<file path="config.mk">
export PLATFORM = sky130hd
export DESIGN_NAME = double_ended_queue_core
export DESIGN_NICKNAME = d
export VERILOG_FILES = /design/src/dq_pkg.sv /design/src/double_ended_queue_core.sv /design/src/dq_cell.sv
export SDC_FILE = /design/constraint.sdc
export NUM_CORES = 1
export LEC_CHECK = 0
export BUFFER_PORTS_ARGS = -buffer_cell sky130_fd_sc_hd__buf_2
export CORE_UTILIZATION = 30
export CTS_CLUSTER_SIZE = 10
export DETAILED_ROUTE_END_ITERATION = 10
export SLEW_MARGIN = 30
export SYNTH_ARGS = -nofsm -noshare
export SYNTH_HDL_FRONTEND = slang
export SYNTH_HIERARCHICAL = 1
export SYNTH_SLANG_ARGS = --single-unit
export TNS_END_PERCENT = 50
</file>
<file path="constraint.sdc">
create_clock -name clk -period 7.7 [get_ports clk]
set_input_delay 1.54 -clock clk [delete_from_list [all_inputs] [get_ports clk]]
set_output_delay 1.54 -clock clk [all_outputs]
set_load 0.02 [all_outputs]
</file>
<file path="src/dq_pkg.sv">
// shared types, codes and defaults for the double-ended queue
package dq_pkg;

  localparam int DEPTH_DEFAULT = 16;
  localparam int OCC_W = 5;

  // operation codes
  localparam logic [1:0] FUNC_PUSH_FRONT = 2'd0;
  localparam logic [1:0] FUNC_PUSH_REAR  = 2'd1;
  localparam logic [1:0] FUNC_POP_FRONT  = 2'd2;
  localparam logic [1:0] FUNC_POP_REAR   = 2'd3;

  // status codes
  localparam logic [1:0] ST_DONE  = 2'd0;
  localparam logic [1:0] ST_EMPTY = 2'd1;
  localparam logic [1:0] ST_FULL  = 2'd2;

  typedef struct packed {
    logic [1:0]         func;
    logic signed [31:0] push_value;
  } dq_in_t;

  typedef struct packed {
    logic signed [31:0] pop_value;
    logic [1:0]         status;
    logic [OCC_W-1:0]   occupancy;
    logic               now_empty;
  } dq_out_t;

  // control broadcast to every cell of the chain
  typedef struct packed {
    logic               shift_back;   // push at front: each cell takes its front neighbor
    logic               shift_fwd;    // pop at front: each cell takes its rear neighbor
    logic               load_rear;    // push at rear: the cell at the fill level loads
    logic signed [31:0] word;
  } dq_cell_ctrl_t;

endpackage

</file>
<file path="src/double_ended_queue_core.sv">
// top level of the double-ended queue built as a chain of storage cells
//
// Usage: present an operation on in_item and raise start; the transaction is
// taken at the rising edge where start is high and busy is low. busy stays
// low, so a new transaction may be issued every cycle.
// Operations: push front, push rear, pop front, pop rear. Words sit in a row
// of DEPTH cells with the front word in cell 0; a front push shifts the whole
// row one cell toward the rear, a front pop shifts it one cell forward, a
// rear push loads the cell at the fill level and a rear pop only lowers it.
// Each transaction yields exactly one result on out_item, marked by
// out_strobe for one cycle, in the cycle after the transaction is taken: the
// cell row and fill count update at that same edge, which sets the
// throughput at one transaction per cycle.
// A pop on an empty queue reports the empty status, a push on a full queue
// reports the full status and drops the word; state is unchanged in both.
// Reset (rst_n low, synchronous) empties the queue and clears the strobe;
// cell contents are left as they are and are never read before written.
// The receiver cannot stall: each result must be taken in its strobe cycle.
module double_ended_queue_core #(
  parameter int DEPTH = dq_pkg::DEPTH_DEFAULT
) (
  input  logic            clk,
  input  logic            rst_n,
  input  logic            start,
  output logic            busy,
  input  dq_pkg::dq_in_t  in_item,
  output logic            out_strobe,
  output dq_pkg::dq_out_t out_item
);
  import dq_pkg::*;

  localparam int CW = $clog2(DEPTH + 1);
  localparam int AW = $clog2(DEPTH);

  logic [CW-1:0]      count_r;
  logic [CW-1:0]      count_nxt;
  logic               out_strobe_r;
  dq_out_t            out_item_r;
  dq_out_t            out_item_nxt;
  dq_cell_ctrl_t      ctrl;
  logic signed [31:0] cell_data [DEPTH];
  logic               accept;
  logic               is_push;
  logic               full;
  logic               empty;
  logic [AW-1:0]      rear_idx;

  assign busy    = 1'b0;
  assign accept  = start && !busy;
  assign is_push = (in_item.func == FUNC_PUSH_FRONT) || (in_item.func == FUNC_PUSH_REAR);
  assign full    = (count_r == CW'(DEPTH));
  assign empty   = (count_r == '0);
  assign rear_idx = AW'(count_r - CW'(1));

  // decode the operation into cell controls, fill level and result
  always_comb begin
    ctrl.shift_back = 1'b0;
    ctrl.shift_fwd  = 1'b0;
    ctrl.load_rear  = 1'b0;
    ctrl.word       = in_item.push_value;
    count_nxt       = count_r;
    out_item_nxt.pop_value = '0;
    out_item_nxt.status    = ST_DONE;
    if (accept) begin
      if (is_push && full) begin
        out_item_nxt.status = ST_FULL;
      end else if (!is_push && empty) begin
        out_item_nxt.status = ST_EMPTY;
      end else begin
        unique case (in_item.func)
          FUNC_PUSH_FRONT: begin
            ctrl.shift_back = 1'b1;
            count_nxt = count_r + CW'(1);
          end
          FUNC_PUSH_REAR: begin
            ctrl.load_rear = 1'b1;
            count_nxt = count_r + CW'(1);
          end
          FUNC_POP_FRONT: begin
            ctrl.shift_fwd = 1'b1;
            out_item_nxt.pop_value = cell_data[0];
            count_nxt = count_r - CW'(1);
          end
          FUNC_POP_REAR: begin
            out_item_nxt.pop_value = cell_data[rear_idx];
            count_nxt = count_r - CW'(1);
          end
          default: begin
            count_nxt = count_r;
          end
        endcase
      end
    end
    out_item_nxt.occupancy = OCC_W'(count_nxt);
    out_item_nxt.now_empty = (count_nxt == '0);
  end

  // chain of cells, front word in cell 0
  for (genvar i = 0; i < DEPTH; i++) begin : g_cell
    logic signed [31:0] front_src;
    logic signed [31:0] rear_src;
    if (i == 0) begin : g_first
      assign front_src = in_item.push_value;
    end else begin : g_mid
      assign front_src = cell_data[i-1];
    end
    if (i == DEPTH - 1) begin : g_last
      assign rear_src = cell_data[i];
    end else begin : g_inner
      assign rear_src = cell_data[i+1];
    end
    dq_cell #(
      .IDX (i),
      .CW  (CW)
    ) u_cell (
      .clk        (clk),
      .ctrl       (ctrl),
      .count      (count_r),
      .front_data (front_src),
      .rear_data  (rear_src),
      .data       (cell_data[i])
    );
  end

  // fill count and result strobe
  always_ff @(posedge clk) begin
    if (!rst_n) begin
      count_r      <= '0;
      out_strobe_r <= 1'b0;
    end else begin
      count_r      <= count_nxt;
      out_strobe_r <= accept;
    end
  end

  // result payload register
  always_ff @(posedge clk) begin
    out_item_r <= out_item_nxt;
  end

  assign out_strobe = out_strobe_r;
  assign out_item   = out_item_r;

  // fill level never exceeds the cell count
  a_count_bound: assert property (@(posedge clk) disable iff (!rst_n)
    count_r <= CW'(DEPTH))
    else $error("fill count above depth");

  // a result appears only for a transaction taken the cycle before
  a_strobe_cause: assert property (@(posedge clk) disable iff (!rst_n)
    out_strobe |-> $past(accept))
    else $error("result without transaction");

  // pop on empty queue reports empty and leaves the count at zero
  a_pop_empty: assert property (@(posedge clk) disable iff (!rst_n)
    (accept && !is_push && empty) |=> (out_strobe && out_item.status == ST_EMPTY
      && count_r == '0))
    else $error("pop on empty queue mishandled");

  // push on full queue reports full and keeps the count
  a_push_full: assert property (@(posedge clk) disable iff (!rst_n)
    (accept && is_push && full) |=> (out_item.status == ST_FULL && count_r == CW'(DEPTH)))
    else $error("push on full queue mishandled");

endmodule

</file>
<file path="src/dq_cell.sv">
// one storage cell of the queue chain
module dq_cell #(
  parameter int IDX = 0,
  parameter int CW  = 5
) (
  input  logic                   clk,
  input  dq_pkg::dq_cell_ctrl_t  ctrl,
  input  logic [CW-1:0]          count,
  input  logic signed [31:0]     front_data,
  input  logic signed [31:0]     rear_data,
  output logic signed [31:0]     data
);
  import dq_pkg::*;

  logic signed [31:0] data_r;
  logic signed [31:0] data_nxt;

  // pick the word this cell holds next cycle
  always_comb begin
    data_nxt = data_r;
    priority if (ctrl.shift_back) begin
      data_nxt = front_data;
    end else if (ctrl.shift_fwd) begin
      data_nxt = rear_data;
    end else if (ctrl.load_rear && (count == CW'(IDX))) begin
      data_nxt = ctrl.word;
    end else begin
      data_nxt = data_r;
    end
  end

  // payload register, no reset
  always_ff @(posedge clk) begin
    data_r <= data_nxt;
  end

  assign data = data_r;

endmodule
</file>
Word level (Yosys, flattened, before mapping). Cells that the tools add are included.

$add $sub $neg: 2. Bitwise logic cells: 2. $lt $le $gt $ge: 1. Eq/ne operators: 20. Reduce and logical (&&, ||, !) cells: 44. Multiplexer cells: 64.

Operators by type and width (number): 2-to-1 mux 32 bit (50); binary-select mux 32 bit (select 4 bit) (1); one-hot mux 32 bit (2 select lines) (1); nonzero test 3 bit (15); == test 5 x 4 -> 1 bit (second input constant) (8); == test 5 x 3 -> 1 bit (second input constant) (4); logical AND 1 bit (18); 2-to-1 mux 5 bit (3); == test 5 x 2 -> 1 bit (second input constant) (2); logical NOT 5 bit (2); one-hot mux 5 bit (2 select lines) (1); 2-to-1 mux 3 bit (3); OR reduction 2 bit (3); adder 5 x 1 -> 5 bit (second input constant) (1); == test 5 x 1 -> 1 bit (second input constant) (1); == test 5 bit (second input constant) (1); >= comparator 5 bit (second input constant) (1); inverter 4 -> 5 bit (1); subtractor 5 x 1 -> 5 bit (second input constant) (1); == test 2 bit (second input constant) (2); 2-to-1 mux 1 bit (4); OR reduction 3 bit (1); == test 2 x 1 -> 1 bit (second input constant) (1); logical NOT 2 bit (1); 7 further kinds (7).

Register bits: 558. Bits of input ports: 37. Word-level logic and storage cells: 156. Output and inout port bits: 42.

Depth between registers and ports, before layout.
Depth in word-level cells: 11. Gate-level depth with buffers: 12. Gate-level depth less buffers: 8.

Modules after synthesis. The synthesis kept the hierarchy.

By module, submodules not included: dq_cell (g_cell[10].u_cell ...) (cells an instance 142, sequential area each 960.9 um2, instances 4, area each 1690.4 um2); dq_cell (g_cell[1].u_cell ...) (cells an instance 142, sequential area each 960.9 um2, instances 4, area each 1689.1 um2); double_ended_queue_core (cells an instance 444, sequential area each 920.9 um2, instances 1, area each 5664.2 um2); dq_cell (g_cell[11].u_cell ...) (cells an instance 141, sequential area each 960.9 um2, instances 3, area each 1686.6 um2); dq_cell (g_cell[13].u_cell ...) (cells an instance 143, sequential area each 960.9 um2, instances 2, area each 1690.4 um2); dq_cell (g_cell[0].u_cell ...) (cells an instance 142, sequential area each 960.9 um2, instances 2, area each 1686.6 um2); dq_cell (g_cell[3].u_cell) (cells an instance 141, sequential area each 960.9 um2, instances 1, area each 1685.4 um2).

Worst setup path before layout. OpenSTA, ideal clock, no wires.

Path type: input to register. From: input in_item[32] in the netlist's numbering. To: register g_cell[12].u_cell.data_r[0] (enable). Stages on the path: 5. Setup time: 0.470 ns. Arrival: 4.968 ns. Setup slack: 2.262 ns. Path buffers: 2. Data required time: 7.230 ns. Cell sequence: clkbuf_1 clkbuf_1 and3_1 nand4b_1 o31ai_1.

RTL lines: start: declaration (RTL line double_ended_queue_core.sv:26) `input dq_pkg::dq_in_t in_item,`; end signal: assignment (RTL line dq_cell.sv:34) `data_r <= data_nxt;`; end: declaration (RTL line dq_cell.sv:15) `logic signed [31:0] data_r;`.

==> run metrics <==
total congestion overflow=0; Mapped Area=approximately 33,000 um2; Crit path top cell by count=buf_4; Layout Nets=2,714; Final Hold Violating Endpoints=0; critical path class=reg2reg; Critical Path End Type=register; Seq cells post-synth=558; most frequent cell after synthesis=nand2_1; Residual DRC=0; die height=around 330 um; fraction of registers with async set/reset=0%; Num CTS Buffers=66; drt pass-1 iters=6; Worst EP arrival=approximately 5.4 ns; number of hold buffers added after cts=0; core area=108,000 um2; final worst slack=~2.6 ns; HP Class=reg2reg; Die X=332 um; Startpoint Class=register; Place WS=~2.4 ns; Peak VDD IR=approximately 0.00018 V; final count of negative-setup-slack endpoints=0; post-synth top area cell=edfxtp_1; area of the multi-input gates=about 14,000 um2; YS warnings=6; CP max stage delay=about 0.86 ns; Root Driver=clkbuf_16; H-tree Lvls=3; synthesized net count=between 2,000 and 3,000; largest net degree at the start of global routing=241; critical path required time=approximately 8 ns; Mapped Avg Cell Area=about 12 um2; CTS tree=done; Area Overhead vs Synth=8.28%; Lkg Pwr=10.3 nW; clock skew=0.0188 ns; Tot GR Track Use=roughly 15%; initial core utilization=between 30% and 40%; CP max FO=40; vias per inst=around 5.3; total routed wirelength=~87 mm; Finished Core Util=about a third; via count=21,800; unrepaired setup endpoints after global routing=no; initial antenna violation count=17; CP max stage cell=dfxtp_1; minimum clock period=5.10 ns; Pins Over Slew Limit=0; Pwr per Cell Area=248 nW/um2; clk sinks=558; Slew @ Worst Pin=1.05 ns; dpl hpwl=47.3 mm; post-CTS setup repair buffer count=0; # IOs=between 70 and 80; drt wl/cell=around 21 um; worst skew pair latency=0.61 ns; post-synthesis sequential area ratio=between 40 and 50%; fillers=between 10,000 and 15,000; cells after synthesis=between 2,000 and 3,000; I/O Buffers=77; share of the synthesized area in the top cell type=between 40% and 50%; worst path cell trace=inv_1 -> ha_4 -> nor3b_1 -> a21oi_4 -> buf_4 -> nor2b_4 -> buf_4 -> buf_4 -> mux2i_1 -> o21ai_1; FMAX=196 MHz; Synth Flop Type=edfxtp_1; number of synthesized flops with an enable pin=a little over 500; share of cells above drive strength 1=about 15%; Worst Hold Depth=2; Post-DRT Antenna Nets=0; first-pass GRT wire length=133 mm; max cap viols=0; Slew headroom=slightly below 30%; final worst-path cycle share=66.2%; Site Rows=120; Unique masters post-synth=47; vias in the first global route=20,800; outcome=finished, final reports clean; Sum Neg Setup Slack=0 ns; Post-CTS Resized=0; Post-synth top cells=518 x nand2_1, 513 x mux2i_1, 512 x edfxtp_1, 466 x o21ai_1, 128 x mux4_2; storage element area=approximately 16,000 um2; worst r2r path cells=10; Area contributors post-synth=edfxtp_1 47%, mux2i_1 16%, mux4_2 8.8%; die area=110,000 um2; initial DRC count=around 2,100; GP Congestion=0.740; clk buf depth=3; CTS clock-pin slew for the worst setup and hold paths=approximately 0.060 ns
-- path summary, 6_finish.rpt --
check | to | slack, ns | start
hold / removal | g_cell[14].u_cell/data[25]$_DFFE_PP_ | 0.58 | g_cell[13].u_cell/data[25]$_DFFE_PP_
setup / recovery | g_cell[4].u_cell/data[25]$_DFFE_PP_ | 2.60 | count_r[1]$_SDFF_PN0_
setup reg to reg | g_cell[4].u_cell/data[25]$_DFFE_PP_ | 2.60 | count_r[1]$_SDFF_PN0_
hold reg to reg | g_cell[14].u_cell/data[25]$_DFFE_PP_ | 0.58 | g_cell[13].u_cell/data[25]$_DFFE_PP_
-- registers in the layout (all words and copies together), names as in the netlist --
name and count:
out_item 40, g_cell.u_cell/data 512, out_strobe 1, count_r 5
-- critical path: cells and delay by family, from the launching register on --
family	cells	cell delay, ns
DFF	1	0.86
muxes	1	0.28
AOI/OAI and AO/OA	2	0.27
adders and majority gates	1	0.24
and+or+nand+nor	2	1.04
buffers and inverters	4	2.02
-- layout by cell type (no fill, tap or decap), drive strengths merged, types with 3 or more instances in the layout --
cell,n
a311o,11
and2,5
and3,4
buf,123
clkbuf,111
dfxtp,46
edfxtp,512
inv,13
mux2,64
mux2i,513
mux4,128
nand2,518
nand4b,3
nor2,39
nor2b,3
nor4,3
nor4b,4
nor4bb,8
o21ai,551
o22ai,32
xnor2,3
-- where the power goes --
| part | switching [W] | total, W | internal, W |
|---|---|---|---|
| sequential | 0.000190 | 0.00384 | 0.00365 |
| clock | 0.00126 | 0.00293 | 0.00167 |
| combinational | 0.00114 | 0.00203 | 0.000887 |
-- kinds of logic (layout without fill, tap and decap cells) --
family          after synthesis  in the layout  synth area share [%]
mux                         705            705                  26.7
compound gates              607            607                  9.71
simple gates                596            596                  7.33
flops                       558            558                  49.9
buf+inv                     241            248                  6.17
xor+xnor                      4              4                 0.107
fa+ha+maj                     2              2                0.0766
other cells                   1              2                0.0115
-- stage by stage --
step           hold WS (ns)  instances  cell area [um2]  total power (W)
5_1_grt               0.605       4124            35400          0.00914
4_1_cts               0.582       4124            35400          0.00888
3_3_place_gp          0.554       4006            33400          0.00589
6_report              0.583       4125            35400          0.00879
3_5_place_dp          0.568       4010            33400          0.00592
2_1_floorplan         0.515       2714            32700          0.00535
-- routing by layer --
| metal | vias up | track usage (%) | part of all wire [%] |
|---|---|---|---|
| met4 | 14 | 4.27 | 2.1 |
| li1 | 10100 | - | - |
| met5 | - | 0 | 0.11 |
| met3 | 133 | 2.89 | 6.4 |
| met1 | 10900 | 21.9 | 45 |
| met2 | 652 | 24.1 | 46 |
-- area by class of cell --
| cell class | count | area share, % |
|---|---|---|
| multi-input cells | 1915 | 40.9 |
| clock inverters | 3 | 0.0636 |
| inverters | 11 | 0.117 |
| clock buffers | 111 | 5.35 |
| well taps | 1403 | 4.96 |
| diodes | 1 | 0.00707 |
| repair buffers | 123 | 2.49 |
| flip-flops and latches | 558 | 46.1 |
Note: power is estimated with default switching activity, not from simulation.
